**config.mk**
```make
export PLATFORM = sky130hd
export DESIGN_NAME = adsr_oscillator_voice_flat
export DESIGN_NICKNAME = d
export VERILOG_FILES = /design/src/design/avd_pkg.sv /design/src/design/avd_in_if.sv /design/src/design/avd_out_if.sv /design/src/design/avd_div.sv /design/src/design/avd_datapath.sv /design/src/design/avd_ctrl.sv /design/src/design/adsr_oscillator_voice.sv /design/src/flat_wrapper.sv
export SDC_FILE = /design/constraint.sdc
export NUM_CORES = 2
export LEC_CHECK = 0
export BUFFER_PORTS_ARGS = -buffer_cell sky130_fd_sc_hd__buf_2
export CAP_MARGIN = 20
export CELL_PAD_IN_SITES_DETAIL_PLACEMENT = 1
export CELL_PAD_IN_SITES_GLOBAL_PLACEMENT = 1
export CORE_AREA = 2 2 401 403
export DETAILED_ROUTE_END_ITERATION = 10
export DIE_AREA = 0 0 403 405
export PLACE_DENSITY = 0.62
export SYNTH_ARGS = -nofsm -noshare
export SYNTH_HDL_FRONTEND = slang
export SYNTH_SLANG_ARGS = --single-unit
```
**constraint.sdc**
```tcl
create_clock -name clk -period 13.2 [get_ports clk]
set_input_delay 1.32 -clock clk [delete_from_list [all_inputs] [get_ports clk]]
set_output_delay 1.32 -clock clk [all_outputs]
set_load 0.1 [all_outputs]
```
**src/design/avd_pkg.sv**
```systemverilog
// Shared types, codes and constants of the synthesizer voice.
package avd_pkg;

  localparam int SAMPLE_RATE_DEF = 48000;
  localparam int PHASE_BITS_DEF  = 24;
  localparam int SINE_DEPTH_DEF  = 256;

  localparam logic [1:0] OP_TICK    = 2'd0;
  localparam logic [1:0] OP_NOTE    = 2'd1;
  localparam logic [1:0] OP_RELEASE = 2'd2;

  localparam logic [2:0] WAVE_SINE   = 3'd0;
  localparam logic [2:0] WAVE_SQUARE = 3'd1;
  localparam logic [2:0] WAVE_TRI    = 3'd2;
  localparam logic [2:0] WAVE_SAW    = 3'd3;
  localparam logic [2:0] WAVE_NOISE  = 3'd4;

  localparam logic [2:0] ST_ATTACK  = 3'd0;
  localparam logic [2:0] ST_DECAY   = 3'd1;
  localparam logic [2:0] ST_SUSTAIN = 3'd2;
  localparam logic [2:0] ST_RELEASE = 3'd3;
  localparam logic [2:0] ST_OFF     = 3'd4;

  localparam logic [2:0] REG_WAVEFORM = 3'd0;
  localparam logic [2:0] REG_ATTACK   = 3'd1;
  localparam logic [2:0] REG_DECAY    = 3'd2;
  localparam logic [2:0] REG_SUSTAIN  = 3'd3;
  localparam logic [2:0] REG_RELEASE  = 3'd4;
  localparam logic [2:0] REG_MASTER   = 3'd5;

  localparam logic [16:0] ENV_ONE    = 17'h10000;
  localparam logic [15:0] NOISE_SEED = 16'hACE1;
  localparam logic [16:0] SIN_A      = 17'd102944;
  localparam logic [16:0] SIN_B      = 17'd42334;
  localparam logic [16:0] SIN_C      = 17'd5210;
  // 24 * 65536 * 255 is split into a shift by 19 and a multiplication by the
  // reciprocal of 765, which is exact for the 25-bit shifted magnitude.
  localparam logic [25:0] OUT_RECIP   = 26'd44914691;
  localparam int          OUT_SHIFT   = 35;
  localparam longint      ATTACK_NUM  = 64'd1275 * 64'd65536;

  typedef struct packed {
    logic [2:0] waveform;
    logic [7:0] attack_time;
    logic [7:0] decay_time;
    logic [7:0] sustain_level;
    logic [7:0] release_time;
    logic [7:0] master_volume;
  } cfg_t;

  typedef struct packed {
    logic note_load;
    logic release_load;
    logic env_start;
    logic env_update;
    logic wave_form;
    logic sin1;
    logic sin2;
    logic sin3;
    logic sin4;
    logic mul1;
    logic mul2;
    logic mul3;
    logic out_start;
    logic out_load;
  } cmd_t;

  typedef struct packed {
    logic div_done;
    logic sine_sel;
    logic out_free;
  } status_t;

endpackage

```
**src/design/avd_in_if.sv**
```systemverilog
// Input channel of the voice: operation items with their payload.
interface avd_in_if;
  logic        valid;
  logic        ready;
  logic [1:0]  op;
  logic [23:0] phase_step;
  logic [4:0]  note_volume;
  logic        restart_envelope;

  modport source (output valid, op, phase_step, note_volume, restart_envelope, input ready);
  modport sink (input valid, op, phase_step, note_volume, restart_envelope, output ready);
endinterface

```
**src/design/avd_out_if.sv**
```systemverilog
// Output channel of the voice: one sample and envelope stage per tick.
interface avd_out_if;
  logic               valid;
  logic               ready;
  logic signed [15:0] sample;
  logic [2:0]         voice_stage;

  modport source (output valid, sample, voice_stage, input ready);
  modport sink (input valid, sample, voice_stage, output ready);
endinterface

```
**src/design/avd_div.sv**
```systemverilog
// Bit-serial restoring divider, one quotient bit per cycle.
module avd_div import avd_pkg::*; #(
  parameter int NUM_W = 28,
  parameter int DEN_W = 26
) (
  input  logic             clk,
  input  logic             rst,
  input  logic             start,
  input  logic [NUM_W-1:0] num,
  input  logic [DEN_W-1:0] den,
  output logic             done,
  output logic [NUM_W-1:0] quot
);
  localparam int CNT_W = $clog2(NUM_W + 1);

  logic [DEN_W-1:0] rem;
  logic [DEN_W-1:0] dreg;
  logic [CNT_W-1:0] count;
  logic             busy;
  logic [DEN_W:0]   trial;
  logic [DEN_W:0]   diff;
  logic             ge;

  assign trial = {rem, quot[NUM_W-1]};
  assign diff  = trial - {1'b0, dreg};
  assign ge    = !diff[DEN_W];

  always_ff @(posedge clk) begin
    if (rst) begin
      busy  <= 1'b0;
      done  <= 1'b0;
      count <= '0;
    end else begin
      done <= 1'b0;
      if (start) begin
        busy  <= 1'b1;
        count <= CNT_W'(NUM_W);
      end else if (busy) begin
        count <= count - 1'b1;
        if (count == CNT_W'(1)) begin
          busy <= 1'b0;
          done <= 1'b1;
        end
      end
    end
  end

  always_ff @(posedge clk) begin
    if (start) begin
      quot <= num;
      rem  <= '0;
      dreg <= den;
    end else if (busy) begin
      rem  <= ge ? diff[DEN_W-1:0] : trial[DEN_W-1:0];
      quot <= {quot[NUM_W-2:0], ge};
    end
  end
endmodule

```
**src/design/avd_datapath.sv**
```systemverilog
// Voice datapath: envelope, phase, waveform, shared multiplier and divider.
module avd_datapath import avd_pkg::*; #(
  parameter int SAMPLE_RATE_HZ   = SAMPLE_RATE_DEF,
  parameter int PHASE_BITS       = PHASE_BITS_DEF,
  parameter int SINE_TABLE_DEPTH = SINE_DEPTH_DEF
) (
  input  logic         clk,
  input  logic         rst,
  input  cfg_t         cfg,
  input  cmd_t         cmd,
  output status_t      status,
  input  logic [23:0]  phase_step,
  input  logic [4:0]   note_volume,
  input  logic         restart_envelope,
  avd_out_if.source    out_ch
);
  localparam int PB      = PHASE_BITS;
  localparam int LD      = $clog2(SINE_TABLE_DEPTH);
  localparam int SR_W    = $clog2(SAMPLE_RATE_HZ + 1);
  localparam int DEN_W   = 8 + SR_W;
  localparam longint NUM_MAX = ATTACK_NUM + 64'd255 * longint'(SAMPLE_RATE_HZ);
  localparam int NUM_W   = $clog2(NUM_MAX + 1);

  logic [PB-1:0]  phase;
  logic [PB-1:0]  freq;
  logic [16:0]    env;
  logic [2:0]     stage;
  logic [4:0]     amp;
  logic [15:0]    noise;

  logic [16:0]    t;
  logic [16:0]    t2;
  logic [16:0]    inner;
  logic [15:0]    wmag;
  logic           wneg;
  logic [45:0]    acc;

  logic               div_start;
  logic [NUM_W-1:0]   div_num;
  logic [DEN_W-1:0]   div_den;
  logic               div_done;
  logic [NUM_W-1:0]   div_quot;

  // Envelope increment numerator and divisor for the current stage.
  logic [7:0]         stage_time;
  logic [NUM_W-1:0]   env_num;
  logic [DEN_W-1:0]   env_den;
  logic [16:0]        sus;
  logic [16:0]        inc;
  logic signed [18:0] lev_up;
  logic signed [18:0] lev_dn;

  always_comb begin
    case (stage)
      ST_ATTACK: begin
        stage_time = cfg.attack_time;
        env_num    = NUM_W'(ATTACK_NUM);
      end
      ST_DECAY: begin
        stage_time = cfg.decay_time;
        env_num    = NUM_W'({(9'd255 - {1'b0, cfg.sustain_level}) << 1, 16'd0});
      end
      ST_RELEASE: begin
        stage_time = cfg.release_time;
        env_num    = NUM_W'({cfg.sustain_level, 16'd0});
      end
      default: begin
        stage_time = 8'd0;
        env_num    = '0;
      end
    endcase
  end

  assign env_den = DEN_W'(stage_time) * DEN_W'(SAMPLE_RATE_HZ);
  // s * 65536 / 255 equals s * 257, plus one only for full scale.
  assign sus = 17'(cfg.sustain_level) * 17'd257 + 17'(cfg.sustain_level == 8'd255);

  always_comb begin
    if (stage_time == 8'd0) begin
      inc = ENV_ONE;
    end else if (div_quot == '0) begin
      inc = 17'd1;
    end else begin
      inc = div_quot[16:0];
    end
  end

  assign lev_up = $signed({2'b00, env}) + $signed({2'b00, inc});
  assign lev_dn = $signed({2'b00, env}) - $signed({2'b00, inc});

  assign div_start = cmd.env_start;
  assign div_num   = env_num + NUM_W'(env_den) - 1'b1;
  assign div_den   = env_den;

  avd_div #(.NUM_W(NUM_W), .DEN_W(DEN_W)) u_div (
    .clk   (clk),
    .rst   (rst),
    .start (div_start),
    .num   (div_num),
    .den   (div_den),
    .done  (div_done),
    .quot  (div_quot)
  );

  // Waveform terms taken from the phase.
  logic [PB+14:0]     pext;
  logic [15:0]        p15;
  logic signed [17:0] tri_d;
  logic signed [17:0] tri_abs;
  logic signed [17:0] tri_v;
  logic [LD-1:0]      k;
  logic [16:0]        t_base;
  logic [PB+23:0]     fext;

  assign pext    = {phase, 15'd0};
  assign p15     = 16'(pext >> PB);
  assign tri_d   = $signed({2'b00, p15}) * 18'sd2 - 18'sd32768;
  assign tri_abs = tri_d[17] ? -tri_d : tri_d;
  assign tri_v   = tri_abs * 18'sd2 - 18'sd32768;
  assign k       = LD'(phase >> (PB - LD));
  assign t_base  = 17'(k[LD-3:0]) << (18 - LD);
  assign fext    = {phase_step, PB'(0)};

  // One shared multiplier, its product registered by each step.
  logic [29:0] mul_a;
  logic [16:0] mul_b;
  logic [46:0] prod;
  logic [16:0] res;

  always_comb begin
    mul_a = '0;
    mul_b = '0;
    if (cmd.sin1) begin
      mul_a = 30'(t);
      mul_b = t;
    end else if (cmd.sin2) begin
      mul_a = 30'(t2);
      mul_b = SIN_C;
    end else if (cmd.sin3) begin
      mul_a = 30'(t2);
      mul_b = inner;
    end else if (cmd.sin4) begin
      mul_a = 30'(t);
      mul_b = inner;
    end else if (cmd.mul1) begin
      mul_a = 30'(wmag);
      mul_b = 17'(amp);
    end else if (cmd.mul2) begin
      mul_a = acc[29:0];
      mul_b = 17'(cfg.master_volume);
    end else if (cmd.mul3) begin
      mul_a = acc[29:0];
      mul_b = env;
    end
  end

  assign prod = 47'(mul_a) * 47'(mul_b);
  assign res  = prod[33:17];

  always_ff @(posedge clk) begin
    if (rst) begin
      phase <= '0;
      freq  <= '0;
      env   <= '0;
      stage <= ST_OFF;
      amp   <= '0;
      noise <= NOISE_SEED;
    end else begin
      if (cmd.note_load) begin
        freq  <= PB'(fext >> 24);
        amp   <= note_volume;
        stage <= ST_ATTACK;
        if (restart_envelope) begin
          env <= '0;
        end
      end
      if (cmd.release_load) begin
        stage <= ST_RELEASE;
      end
      if (cmd.env_update) begin
        phase <= phase + freq;
        if (cfg.waveform == WAVE_NOISE) begin
          // Bit 15 of the seed still falls into bit 14 on the first shift.
          noise <= {1'b0, noise[15] | (noise[0] ^ noise[1]), noise[14:1]};
        end
        case (stage)
          ST_ATTACK: begin
            if (lev_up >= $signed({2'b00, ENV_ONE})) begin
              env   <= ENV_ONE;
              stage <= ST_DECAY;
            end else begin
              env <= lev_up[16:0];
            end
          end
          ST_DECAY: begin
            if (lev_dn <= $signed({2'b00, sus})) begin
              env   <= sus;
              stage <= ST_SUSTAIN;
            end else begin
              env <= lev_dn[16:0];
            end
          end
          ST_RELEASE: begin
            if (lev_dn <= 19'sd0) begin
              env   <= '0;
              stage <= ST_OFF;
            end else begin
              env <= lev_dn[16:0];
            end
          end
          default: begin
          end
        endcase
      end
    end
  end

  always_ff @(posedge clk) begin
    if (cmd.wave_form) begin
      case (cfg.waveform)
        WAVE_SINE: begin
          t    <= k[LD-2] ? ENV_ONE - t_base : t_base;
          wneg <= k[LD-1];
          wmag <= '0;
        end
        WAVE_SQUARE: begin
          wmag <= 16'd32768;
          wneg <= phase[PB-1];
        end
        WAVE_TRI: begin
          wneg <= tri_v[17];
          wmag <= tri_v[17] ? 16'(-tri_v) : tri_v[15:0];
        end
        WAVE_SAW: begin
          wmag <= p15;
          wneg <= 1'b0;
        end
        WAVE_NOISE: begin
          wmag <= 16'd32768;
          wneg <= !noise[0];
        end
        default: begin
          wmag <= '0;
          wneg <= 1'b0;
        end
      endcase
    end
    if (cmd.sin1) begin
      t2 <= prod[32:16];
    end
    if (cmd.sin2) begin
      inner <= SIN_B - prod[32:16];
    end
    if (cmd.sin3) begin
      inner <= SIN_A - prod[32:16];
    end
    if (cmd.sin4) begin
      wmag <= (res > 17'd32767) ? 16'd32767 : res[15:0];
    end
    if (cmd.mul1 || cmd.mul2 || cmd.mul3) begin
      acc <= prod[45:0];
    end
  end

  // The product never exceeds 44 bits, so the shifted magnitude fits 25 bits.
  logic [24:0] out_num;
  logic [50:0] out_prod;
  logic [15:0] scaled;

  assign out_num  = acc[43:19];
  assign out_prod = 51'(out_num) * 51'(OUT_RECIP);

  always_ff @(posedge clk) begin
    if (cmd.out_start) begin
      scaled <= 16'(out_prod >> OUT_SHIFT);
    end
  end

  // Output register with saturation toward signed 16 bits.
  logic signed [15:0] sample_next;

  always_comb begin
    if (wneg) begin
      sample_next = (scaled > 16'd32768) ? -16'sd32768 : 16'(-scaled);
    end else begin
      sample_next = (scaled > 16'd32767) ? 16'sd32767 : 16'(scaled);
    end
  end

  always_ff @(posedge clk) begin
    if (rst) begin
      out_ch.valid <= 1'b0;
    end else if (cmd.out_load) begin
      out_ch.valid <= 1'b1;
    end else if (out_ch.ready) begin
      out_ch.valid <= 1'b0;
    end
  end

  always_ff @(posedge clk) begin
    if (cmd.out_load) begin
      out_ch.sample      <= sample_next;
      out_ch.voice_stage <= stage;
    end
  end

  assign status.div_done = div_done;
  assign status.sine_sel = (cfg.waveform == WAVE_SINE);
  assign status.out_free = !out_ch.valid || out_ch.ready;
endmodule

```
**src/design/avd_ctrl.sv**
```systemverilog
// Voice controller: sequences one tick through envelope, waveform and scaling.
module avd_ctrl import avd_pkg::*; (
  input  logic    clk,
  input  logic    rst,
  input  logic    in_valid,
  input  logic [1:0] in_op,
  output logic    in_ready,
  input  status_t status,
  output cmd_t    cmd
);
  typedef enum logic [15:0] {
    S_IDLE      = 16'h0001,
    S_ENV_START = 16'h0002,
    S_ENV_WAIT  = 16'h0004,
    S_ENV_UPD   = 16'h0008,
    S_WAVE      = 16'h0010,
    S_SIN1      = 16'h0020,
    S_SIN2      = 16'h0040,
    S_SIN3      = 16'h0080,
    S_SIN4      = 16'h0100,
    S_MUL1      = 16'h0200,
    S_MUL2      = 16'h0400,
    S_MUL3      = 16'h0800,
    S_OUT_START = 16'h1000,
    S_DONE      = 16'h4000,
    S_SPARE     = 16'h8000
  } state_t;

  state_t state;
  state_t state_next;

  assign in_ready = (state == S_IDLE);

  always_comb begin
    state_next = state;
    cmd        = '0;
    case (state)
      S_IDLE: begin
        if (in_valid) begin
          case (in_op)
            OP_TICK:    state_next = S_ENV_START;
            OP_NOTE:    cmd.note_load = 1'b1;
            OP_RELEASE: cmd.release_load = 1'b1;
            default:    state_next = S_IDLE;
          endcase
        end
      end
      S_ENV_START: begin
        cmd.env_start = 1'b1;
        state_next    = S_ENV_WAIT;
      end
      S_ENV_WAIT: begin
        if (status.div_done) begin
          state_next = S_ENV_UPD;
        end
      end
      S_ENV_UPD: begin
        cmd.env_update = 1'b1;
        state_next     = S_WAVE;
      end
      S_WAVE: begin
        cmd.wave_form = 1'b1;
        state_next    = status.sine_sel ? S_SIN1 : S_MUL1;
      end
      S_SIN1: begin
        cmd.sin1   = 1'b1;
        state_next = S_SIN2;
      end
      S_SIN2: begin
        cmd.sin2   = 1'b1;
        state_next = S_SIN3;
      end
      S_SIN3: begin
        cmd.sin3   = 1'b1;
        state_next = S_SIN4;
      end
      S_SIN4: begin
        cmd.sin4   = 1'b1;
        state_next = S_MUL1;
      end
      S_MUL1: begin
        cmd.mul1   = 1'b1;
        state_next = S_MUL2;
      end
      S_MUL2: begin
        cmd.mul2   = 1'b1;
        state_next = S_MUL3;
      end
      S_MUL3: begin
        cmd.mul3   = 1'b1;
        state_next = S_OUT_START;
      end
      S_OUT_START: begin
        cmd.out_start = 1'b1;
        state_next    = S_DONE;
      end
      S_DONE: begin
        // Hold the finished sample until the output register can take it.
        if (status.out_free) begin
          cmd.out_load = 1'b1;
          state_next   = S_IDLE;
        end
      end
      default: state_next = S_IDLE;
    endcase
  end

  always_ff @(posedge clk) begin
    if (rst) begin
      state <= S_IDLE;
    end else begin
      state <= state_next;
    end
  end
endmodule

```
**src/design/adsr_oscillator_voice.sv**
```systemverilog
// Top level of the synthesizer voice with its register port.
// Usage: items enter on in_ch (op, phase_step, note_volume,
// restart_envelope); each sample tick gives one transaction on out_ch
// carrying sample and voice_stage. Note start and release items are applied
// in the idle state and give no result; an unknown op is dropped. A sine
// tick passes through the envelope division, the envelope update, the
// waveform step, four polynomial steps, the note volume, master volume and
// envelope multiplications, the output scaling and the output load; the
// other waveforms skip the four polynomial steps. The envelope divider is
// bit-serial and 27 bits wide at the default sample rate. The output is
// scaled by a reciprocal multiplication. Items are taken one at a time.
// The result sits in an output register, so the next item is accepted while
// it waits; if the receiver stalls and a second result is ready, the
// sequencer holds it and in_ch stays not ready until out_ch drains.
// Registers are written over the APB port at byte address 4*index; the user
// must write them only while the voice is idle, which the block itself does
// not enforce; pready is always high. Synchronous reset sets the envelope to
// off, clears the phase, step and volume, reloads the noise seed, and sets the registers to their defaults.
module adsr_oscillator_voice import avd_pkg::*; #(
  parameter int SAMPLE_RATE_HZ   = SAMPLE_RATE_DEF,
  parameter int PHASE_BITS       = PHASE_BITS_DEF,
  parameter int SINE_TABLE_DEPTH = SINE_DEPTH_DEF
) (
  input  logic        clk,
  input  logic        rst,
  avd_in_if.sink      in_ch,
  avd_out_if.source   out_ch,
  input  logic        psel,
  input  logic        penable,
  input  logic        pwrite,
  input  logic [4:0]  paddr,
  input  logic [31:0] pwdata,
  output logic [31:0] prdata,
  output logic        pready
);
  cfg_t    cfg;
  cmd_t    cmd;
  status_t status;
  logic [2:0] reg_idx;

  assign pready  = 1'b1;
  assign reg_idx = paddr[4:2];

  always_ff @(posedge clk) begin
    if (rst) begin
      cfg.waveform      <= WAVE_SINE;
      cfg.attack_time   <= 8'd0;
      cfg.decay_time    <= 8'd0;
      cfg.sustain_level <= 8'd255;
      cfg.release_time  <= 8'd0;
      cfg.master_volume <= 8'd255;
    end else if (psel && penable && pwrite) begin
      case (reg_idx)
        REG_WAVEFORM: cfg.waveform      <= pwdata[2:0];
        REG_ATTACK:   cfg.attack_time   <= pwdata[7:0];
        REG_DECAY:    cfg.decay_time    <= pwdata[7:0];
        REG_SUSTAIN:  cfg.sustain_level <= pwdata[7:0];
        REG_RELEASE:  cfg.release_time  <= pwdata[7:0];
        REG_MASTER:   cfg.master_volume <= pwdata[7:0];
        default: begin
        end
      endcase
    end
  end

  always_comb begin
    case (reg_idx)
      REG_WAVEFORM: prdata = 32'(cfg.waveform);
      REG_ATTACK:   prdata = 32'(cfg.attack_time);
      REG_DECAY:    prdata = 32'(cfg.decay_time);
      REG_SUSTAIN:  prdata = 32'(cfg.sustain_level);
      REG_RELEASE:  prdata = 32'(cfg.release_time);
      REG_MASTER:   prdata = 32'(cfg.master_volume);
      default:      prdata = 32'd0;
    endcase
  end

  avd_ctrl u_ctrl (
    .clk      (clk),
    .rst      (rst),
    .in_valid (in_ch.valid),
    .in_op    (in_ch.op),
    .in_ready (in_ch.ready),
    .status   (status),
    .cmd      (cmd)
  );

  avd_datapath #(
    .SAMPLE_RATE_HZ   (SAMPLE_RATE_HZ),
    .PHASE_BITS       (PHASE_BITS),
    .SINE_TABLE_DEPTH (SINE_TABLE_DEPTH)
  ) u_datapath (
    .clk              (clk),
    .rst              (rst),
    .cfg              (cfg),
    .cmd              (cmd),
    .status           (status),
    .phase_step       (in_ch.phase_step),
    .note_volume      (in_ch.note_volume),
    .restart_envelope (in_ch.restart_envelope),
    .out_ch           (out_ch)
  );
endmodule
```
**src/flat_wrapper.sv**
```systemverilog
// flat-port wrapper written by rule: the top's interface ports become plain ports
module adsr_oscillator_voice_flat import avd_pkg::*;
#(
  parameter int SAMPLE_RATE_HZ   = SAMPLE_RATE_DEF,
  parameter int PHASE_BITS       = PHASE_BITS_DEF,
  parameter int SINE_TABLE_DEPTH = SINE_DEPTH_DEF
)
  (clk, rst, psel, penable, pwrite, paddr, pwdata, prdata, pready, in_ch_valid, in_ch_op, in_ch_phase_step, in_ch_note_volume, in_ch_restart_envelope, in_ch_ready, out_ch_valid, out_ch_sample, out_ch_voice_stage, out_ch_ready);
  avd_in_if in_ch_i ();
  avd_out_if out_ch_i ();
  input  logic clk;
  input  logic rst;
  input  logic psel;
  input  logic penable;
  input  logic pwrite;
  input  logic [4:0] paddr;
  input  logic [31:0] pwdata;
  output logic [31:0] prdata;
  output logic pready;
  input wire logic [$bits(in_ch_i.valid)-1:0] in_ch_valid;
  input wire logic [$bits(in_ch_i.op)-1:0] in_ch_op;
  input wire logic [$bits(in_ch_i.phase_step)-1:0] in_ch_phase_step;
  input wire logic [$bits(in_ch_i.note_volume)-1:0] in_ch_note_volume;
  input wire logic [$bits(in_ch_i.restart_envelope)-1:0] in_ch_restart_envelope;
  output wire logic [$bits(in_ch_i.ready)-1:0] in_ch_ready;
  output wire logic [$bits(out_ch_i.valid)-1:0] out_ch_valid;
  output wire logic [$bits(out_ch_i.sample)-1:0] out_ch_sample;
  output wire logic [$bits(out_ch_i.voice_stage)-1:0] out_ch_voice_stage;
  input wire logic [$bits(out_ch_i.ready)-1:0] out_ch_ready;
  assign in_ch_i.valid = in_ch_valid;
  assign in_ch_i.op = in_ch_op;
  assign in_ch_i.phase_step = in_ch_phase_step;
  assign in_ch_i.note_volume = in_ch_note_volume;
  assign in_ch_i.restart_envelope = in_ch_restart_envelope;
  assign in_ch_ready = in_ch_i.ready;
  assign out_ch_valid = out_ch_i.valid;
  assign out_ch_sample = out_ch_i.sample;
  assign out_ch_voice_stage = out_ch_i.voice_stage;
  assign out_ch_i.ready = out_ch_ready;
  adsr_oscillator_voice #(.SAMPLE_RATE_HZ(SAMPLE_RATE_HZ), .PHASE_BITS(PHASE_BITS), .SINE_TABLE_DEPTH(SINE_TABLE_DEPTH)) u_core (.clk(clk), .rst(rst), .in_ch(in_ch_i), .out_ch(out_ch_i), .psel(psel), .penable(penable), .pwrite(pwrite), .paddr(paddr), .pwdata(pwdata), .prdata(prdata), .pready(pready));
endmodule
```
### Word-level counts from Yosys, hierarchy flattened

Index checks and enable logic that the tools add are counted.

| storage, ports and cells | value |
|---|---|
| flip-flop bits (word level) | 371 |
| output and inout port bits | 54 |
| word-level logic and storage cells | 206 |

| cells by class | value |
|---|---|
| $add $sub $neg | 17 |
| multiply operators | 4 |
| magnitude comparators | 6 |
| equality and inequality tests | 33 |
| mux-type cells | 80 |
| bitwise gates (word level) | 3 |
| reductions and logical operators | 32 |

Operators with widths:

| operator | number |
|---|---|
| $mux 17 | 18 |
| $pmux 16 s14 | 1 |
| $mux 30 | 7 |
| $mux 16 | 11 |
| $pmux 27 s3 | 1 |
| $mux 27 | 2 |
| $mul 25x26->51 const B | 1 |
| $pmux 17 s3 | 1 |
| $pmux 16 s3 | 1 |
| $pmux 8 s6 | 1 |
| $mul 30x17->44 | 1 |
| $mul 8x9->17 const B | 2 |
| $neg 16->16 | 2 |
| $pmux 16 s2 | 1 |
| $add 27x24->27 | 1 |
| $logic_not 27->1 | 1 |
| $sub 27x1->27 const B | 1 |
| $sub 25x24->25 | 1 |
| $add 24x24->24 | 1 |
| $mux 24 | 1 |
| $pmux 8 s3 | 1 |
| $mux 1 | 21 |
| $add 17x17->18 | 1 |
| $ge 18x17->1 const B | 1 |
| other kinds (58) | 95 |

### Depth between registers and ports, before layout

| depth | value |
|---|---|
| word-level depth | 13 |
| gate-level depth with buffers | 45 |
| depth with buffers taken out | 42 |

### By module

Synthesis repeated with hierarchy kept, for this count alone.

| unflattened totals | value |
|---|---|
| cell total of the unflattened synthesis | 5483 |
| area total of the unflattened synthesis | 49019.5 µm² |

Modules (own cells, without submodules):

| module | instances | cells an instance | area an instance (µm²) | seq. area each (µm²) |
|---|---|---|---|---|
| avd_datapath | 1 | 4677 | 41304.6 | 5915.7 |
| avd_div | 1 | 444 | 4543.1 | 2152.1 |
| adsr_oscillator_voice | 1 | 257 | 2273.4 | 860.8 |
| avd_ctrl | 1 | 105 | 898.4 | 280.3 |

### Worst setup path after synthesis

No wires, ideal clock.

| timing | value |
|---|---|
| path kind | reg2reg |
| start | register u_core.u_ctrl.state[14] |
| end | register u_core.u_datapath.inner[13], data pin |
| library setup time | 0.258 ns |
| arrival | 9.458 ns |
| slack | 3.483 ns |
| stages on the path, launching flop included | 42 |
| clock period less this slack | 9.717 ns |
| path through | dfxtp_1 > or4_4 > nor4_1 > nand2_1 > or2_1 > clkbuf_1 > inv_1 > nor2_1 > inv_2 > buf_2 > nand2_1 > nand2_1 > a21o_1 > buf_2 > nand2_1 > fa_1 > fa_1 > fa_1 > [... 6 more ...] > ha_1 > buf_2 > a21oi_1 > o21ai_0 > a211o_1 > a32oi_1 > nand2b_1 > a21o_1 > a21oi_1 > xnor2_1 > inv_1 > ha_1 > or3_1 > o221ai_1 > nor3_1 > a311o_1 > a21oi_1 > xnor2_1 |

| on the way | value |
|---|---|
| longest elaborated chain between the ends | 13 |
| elaborated cells between the ends (all ways) | 33 |
| those cells by class | add/sub: 2; mul: 1; eq/ne: 7; mux: 23 |

RTL lines:

| item | RTL line | source |
|---|---|---|
| from (decl) | avd_ctrl.sv:29 | `state_t state;` |
| from (signal assigned) | avd_ctrl.sv:112 | `state <= state_next;` |
| $eq 16x12->1 | avd_ctrl.sv:37 | `case (state)` |
| $mux 1 | avd_ctrl.sv:37 |  |
| $mux 30 / $mux 17 (equally long branches) | avd_datapath.sv:151 | `end else if (cmd.mul3) begin` |
| $mux 30 / $mux 17 (equally long branches) | avd_datapath.sv:148 | `end else if (cmd.mul2) begin` |
| $mux 30 / $mux 17 (equally long branches) | avd_datapath.sv:145 | `end else if (cmd.mul1) begin` |
| $mux 30 / $mux 17 (equally long branches) | avd_datapath.sv:142 | `end else if (cmd.sin4) begin` |
| $mux 30 / $mux 17 (equally long branches) | avd_datapath.sv:139 | `end else if (cmd.sin3) begin` |
| $mux 30 / $mux 17 (equally long branches) | avd_datapath.sv:136 | `end else if (cmd.sin2) begin` |
| $mux 30 / $mux 17 (equally long branches) | avd_datapath.sv:133 | `if (cmd.sin1) begin` |
| $mul 30x17->44 (*) | avd_datapath.sv:157 | `assign prod = 47'(mul_a) * 47'(mul_b);` |
| via u_core.u_datapath.prod[22] | avd_datapath.sv:127 | `logic [46:0] prod;` |
| $sub 16x17->17 | avd_datapath.sv:252 | `inner <= SIN_B - prod[32:16];` |
| $mux 17 | avd_datapath.sv:251 | `if (cmd.sin2) begin` |
| $mux 17 (*) | avd_datapath.sv:254 | `if (cmd.sin3) begin` |
| to (signal assigned) | avd_datapath.sv:252 |  |
| to (signal assigned) | avd_datapath.sv:255 | `inner <= SIN_A - prod[32:16];` |
| to (decl) | avd_datapath.sv:33 | `logic [16:0] inner;` |

The timed path passes the listed nets; every way through them passes the cells marked *. The select of a mux whose other input is x is not followed.
A chain may end at the register's enable or synchronous reset.

### Worst setup path in the final report

| timing | value |
|---|---|
| start | register u_core.u_ctrl.state[0] |
| end | register u_core.u_datapath.inner[14], data pin |

The elaborated chain is that of the path after synthesis.

==> impl.org <==
** Run status
- Result of the run :: finished clean

** Layout
- The library cell used most frequently in the layout, excluding fill and tap cells, is inv_1.
- In the layout the commonest cells are 940 x inv_1, 675 x nand2_1, 618 x fa_1.
- Relative to the synthesized area, the layout overhead comes to 8.51%.
- Measured on the finished design, the core utilization comes to 0.323.
- The filler cells instantiated in the layout total 18.7k.
- Number of nets at the end of the flow :: 6,539
- Proportion of layout cells with a drive suffix above 1 :: 0.0525

** Min path
- The path class of the tightest hold or removal check is flip-flop to flip-flop.

** Synth
- Flip-flop and latch count after synthesis :: 359
- Counting distinct cell types in the post-synthesis netlist gives 93.
- By area the synthesized netlist is led by fa_1 26%, ha_1 14%, edfxtp_1 11%, dfxtp_1 7.5%, inv_1 7.4%.
- Counting flops with a built-in enable in the synthesized netlist gives 181.
- Each instance of the synthesized netlist takes up on average 8.88 sq um.
- Summing every instance area after synthesis gives approximately 47,000 sq um.
- Share of synthesized flip-flops with an asynchronous set or reset :: 0
- Adder-cell share of the synthesized area :: 0.401
- Post-synthesis share of cell area spent on and, or, nand and nor gates :: 0.147
- Share of Yosys cell area claimed by the top area cell type :: 0.261
- Count of synthesis-stage warnings from yosys :: 0
- The compound-cell area share of the yosys netlist came to 0.112.
- Yosys top cell by area :: fa_1
- Synth Instances :: 5,343
- Primary FF master, synth :: edfxtp_1
- Of the total synthesized cell area, the portion taken by XOR and XNOR cells is 0.0340.
- Portion of netlist area occupied by mux cells :: 0.0204
- Sequential-to-total area share from yosys stat :: 0.190
- By area, the combinational part of the netlist is dominated by adder cells.

** Setup path
- Largest driver fanout on the critical path :: 30
- Largest stage delay on the critical path :: 0.63 ns
- Following the worst setup path forward leads to its endpoint at u_core.u_datapath.inner[14]$_DFFE_PP_.
- Reg-to-reg slack, setup :: 1.25 ns
- The endpoint identified for the worst register-to-register timing path is u_core.u_datapath.inner[14]$_DFFE_PP_.
- Critical path's most frequent cell :: fa_1
- Slowest cell on crit path :: inv_2
- STA classifies the critical path endpoint as a flip-flop.
- Category of the most critical setup path :: flip-flop to flip-flop
- Worst r2r path cells :: 37
- The startpoint identified for the worst register-to-register timing path is u_core.u_ctrl.state[0]$_SDFFE_PP1P_.
- Worst EP arrival :: around 12 ns
- STA puts the critical path data required time at 13.56 ns.
- Tracing the worst setup path back leads to its startpoint at u_core.u_ctrl.state[0]$_SDFFE_PP1P_.
- STA classifies the critical path startpoint as a flip-flop.

** Clock network
- Latest clock arrival within the worst-skew pair :: around 0.62 ns
- In this run the deepest clock path goes through 3 buffers.
- # resized after CTS :: 0
- After clock tree synthesis, the flow added hold-fix buffers numbering 0.
- In this run the number of H-tree levels came out at 2.
- Buffers added to address setup during post-CTS repair amount to 0.
- Num Clock Sinks :: 359
- Clock tree from TritonCTS :: yes
- Total CTS buffers :: 45
- Clock-pin slew was measured on the worst setup and hold paths at 0.06 ns.
- In this run the clock root is driven by a clkbuf_16.

** Floorplanning
- Number of core rows :: 147
- The total area inside the core boundary comes to roughly 160,000 sq um.
- From bottom edge to top edge, the die measures slightly above 400 um.
- Die area :: 163,000 sq um
- The floorplan step set the die width to ~400 um.
- Initial core utilization :: 0.298
- 130 I/O pins were placed.

** Timing
- Period minus WS final :: ~12 ns
- The number of pins with negative max-slew slack in the final report came to 0.
- Summed over all failing endpoints, the final setup total negative slack is 0 ns.
- RSZ-0062 raised after global routing :: false
- For the final database, setup skew stands at 0.0558 ns.
- F_max :: between 80 and 90 MHz
- Final setup violation count :: 0
- Of the available clock period, the critical path in the final layout requires 0.905.
- Final hold violation count :: 0
- Worst slew slack as a fraction of its limit :: 0.246
- Slew at the pin with the worst max-slew slack :: 1.13 ns

** Global route
- Overflow after GRT :: 0
- Layer with the highest usage after global routing :: met2
- Entering global routing, the biggest net connects 66 pins.
- The number of antenna violations at the first check in global routing came to 2.
- Met3 routing resource usage after global routing :: 0.0245
- The number of global-route vias before repair was about 40k.
- GR Layer Usage met2 :: 0.318
- For this run, global-route usage on met1 was measured as 0.247.
- GRT Util Overall :: 0.187
- The first global-routing pass estimated roughly 240 mm of wire.

** Detailed routing
- Number of vias after detailed routing :: approximately 37k
- Number of optimization iterations in the first detailed-route pass :: 5
- Aggregate routed wire length :: ~150 mm
- Antenna viol nets, final :: 0
- For this run, design rule violations remaining after detail routing come to 0.
- In the final routed layout, each cell accounts on average for 20.4 um.
- After the first detailed-routing iteration, the DRC count stood at 2,040.
- In the routed layout, each cell is associated on average with a via count of 5.00.

** Placed design
- The HPWL after detailed placement is 123 mm.
- IO Port Bufs :: 78
- Weighted congestion reported at the end of routability-driven placement :: 0.881

** Power
- VDD sags by at most 86.8 uV.
- The analysis attributes to cell leakage a power of 0.0237 uW.
- Power spread over the standard cell area amounts to 60.5 nW/um^2.

** Flow run
- The tool flagged a number of max-cap violations equal to 0.
## logic make-up after synthesis
| group | count (synthesis) |
|---|---|
| AO/OA/AOI/OAI | 829 |
| AND/OR/NAND/NOR | 1543 |
| adder cells (fa/ha/maj) | 1148 |
| buffers and inverters | 1183 |
| other | 2 |
| multiplexers | 95 |
| flip-flops | 359 |
| XOR/XNOR | 184 |
## through the flow
stage               instance area (sq um)  setup slack (ns)  hold WS (ns)  total power [uW]  std cells
finish                              51500              1.25         0.454              3120       7436
CTS                                 51400              1.29         0.455              3160       7433
global placement                    50000              1.47         0.430              1900       7351
detailed placement                  50000              1.33         0.444              1920       7352
global route                        51500             0.538         0.474              3270       7435
floorplan                           47500              3.48         0.406              1780       5366
## power breakdown
| group | switching, uW | internal, uW |
|---|---|---|
| combinational | 395 | 263 |
| clock | 540 | 678 |
| sequential | 36.8 | 1200 |
| total | 971 | 2150 |
## critical path, delay by kind of cell (launching register included)
kind            cells  cell delay (ns)
simple gates        8             2.33
compound gates     13             3.14
buf+inv             6             1.15
xor+xnor            2             0.75
fa+ha+maj           8             3.93
flops               1             0.35
## flip-flops by register name (all words and copies together) (netlist names), 17 cells and up
register and flops:
u_core.cfg 43, u_core.u_datapath.env 17, u_core.u_datapath.u_div.dreg 17, u_core.u_datapath.inner 17, u_core.u_datapath.t2 17, u_core.u_datapath.freq 24, u_core.u_datapath.phase 24, u_core.u_datapath.acc 44
u_core.u_datapath.u_div.quot 27, u_core.u_datapath.u_div.rem 24
## final cells by class
cell class,instances,area [sq um],share of cell area
multi-input cells,3824,34000,0.660
flip-flops and latches,359,9000,0.175
inverters,941,3530,0.0686
well taps,2086,2610,0.0507
clock buffers,58,1210,0.0236
repair buffers,144,916,0.0178
clock inverters,23,220,0.00428
diodes,1,2.50,0.0000486
## routing by layer
layer | part of all wire | wire length, um
met1 | 0.45 | 68000
met2 | 0.48 | 72300
met3 | 0.046 | 6970
met4 | 0.030 | 4620
met5 | 0 | 0
## synth_stat cells (all sizes together), types with 19 or more instances
| master | n |
|---|---|
| a21oi | 264 |
| or3 | 46 |
| nand2b | 54 |
| o22ai | 19 |
| inv | 941 |
| nor3 | 74 |
| nor2b | 36 |
| dfxtp | 178 |
| fa | 618 |
| o21ai | 171 |
| clkbuf | 182 |
| buf | 60 |
| nor4 | 22 |
| a21o | 52 |
| nand3 | 62 |
| and2 | 55 |
| nor2 | 389 |
| edfxtp | 181 |
| a31oi | 29 |
| xor2 | 45 |
| or2 | 25 |
| o211ai | 29 |
| nand2 | 676 |
| mux2i | 83 |
| xnor2 | 139 |
| o21a | 34 |
| o21bai | 20 |
| and3 | 27 |
| ha | 530 |
| a211oi | 25 |
| a22oi | 43 |
## worst min-delay path by stage
stage,end,depth (start not counted),slack (ns),startpoint
after CTS,u_core.u_datapath.noise[3]$_SDFFE_PP0P_,2,0.46,u_core.u_datapath.noise[3]$_SDFFE_PP0P_
after global placement,u_core.u_datapath.noise[15]$_SDFFE_PP1P_,2,0.43,u_core.u_datapath.noise[15]$_SDFFE_PP1P_
after global routing,u_core.u_datapath.noise[2]$_SDFFE_PP0P_,2,0.47,u_core.u_datapath.noise[3]$_SDFFE_PP0P_
after detailed placement,u_core.u_datapath.noise[15]$_SDFFE_PP1P_,2,0.44,u_core.u_datapath.noise[15]$_SDFFE_PP1P_
final,u_core.u_datapath.noise[15]$_SDFFE_PP1P_,2,0.45,u_core.u_datapath.noise[15]$_SDFFE_PP1P_
after floorplan,u_core.u_datapath.out_ch.voice_stage[1]$_DFFE_PP_,0,0.41,u_core.u_datapath.stage[1]$_SDFF_PP0_
(Power assumes the default switching activity.)
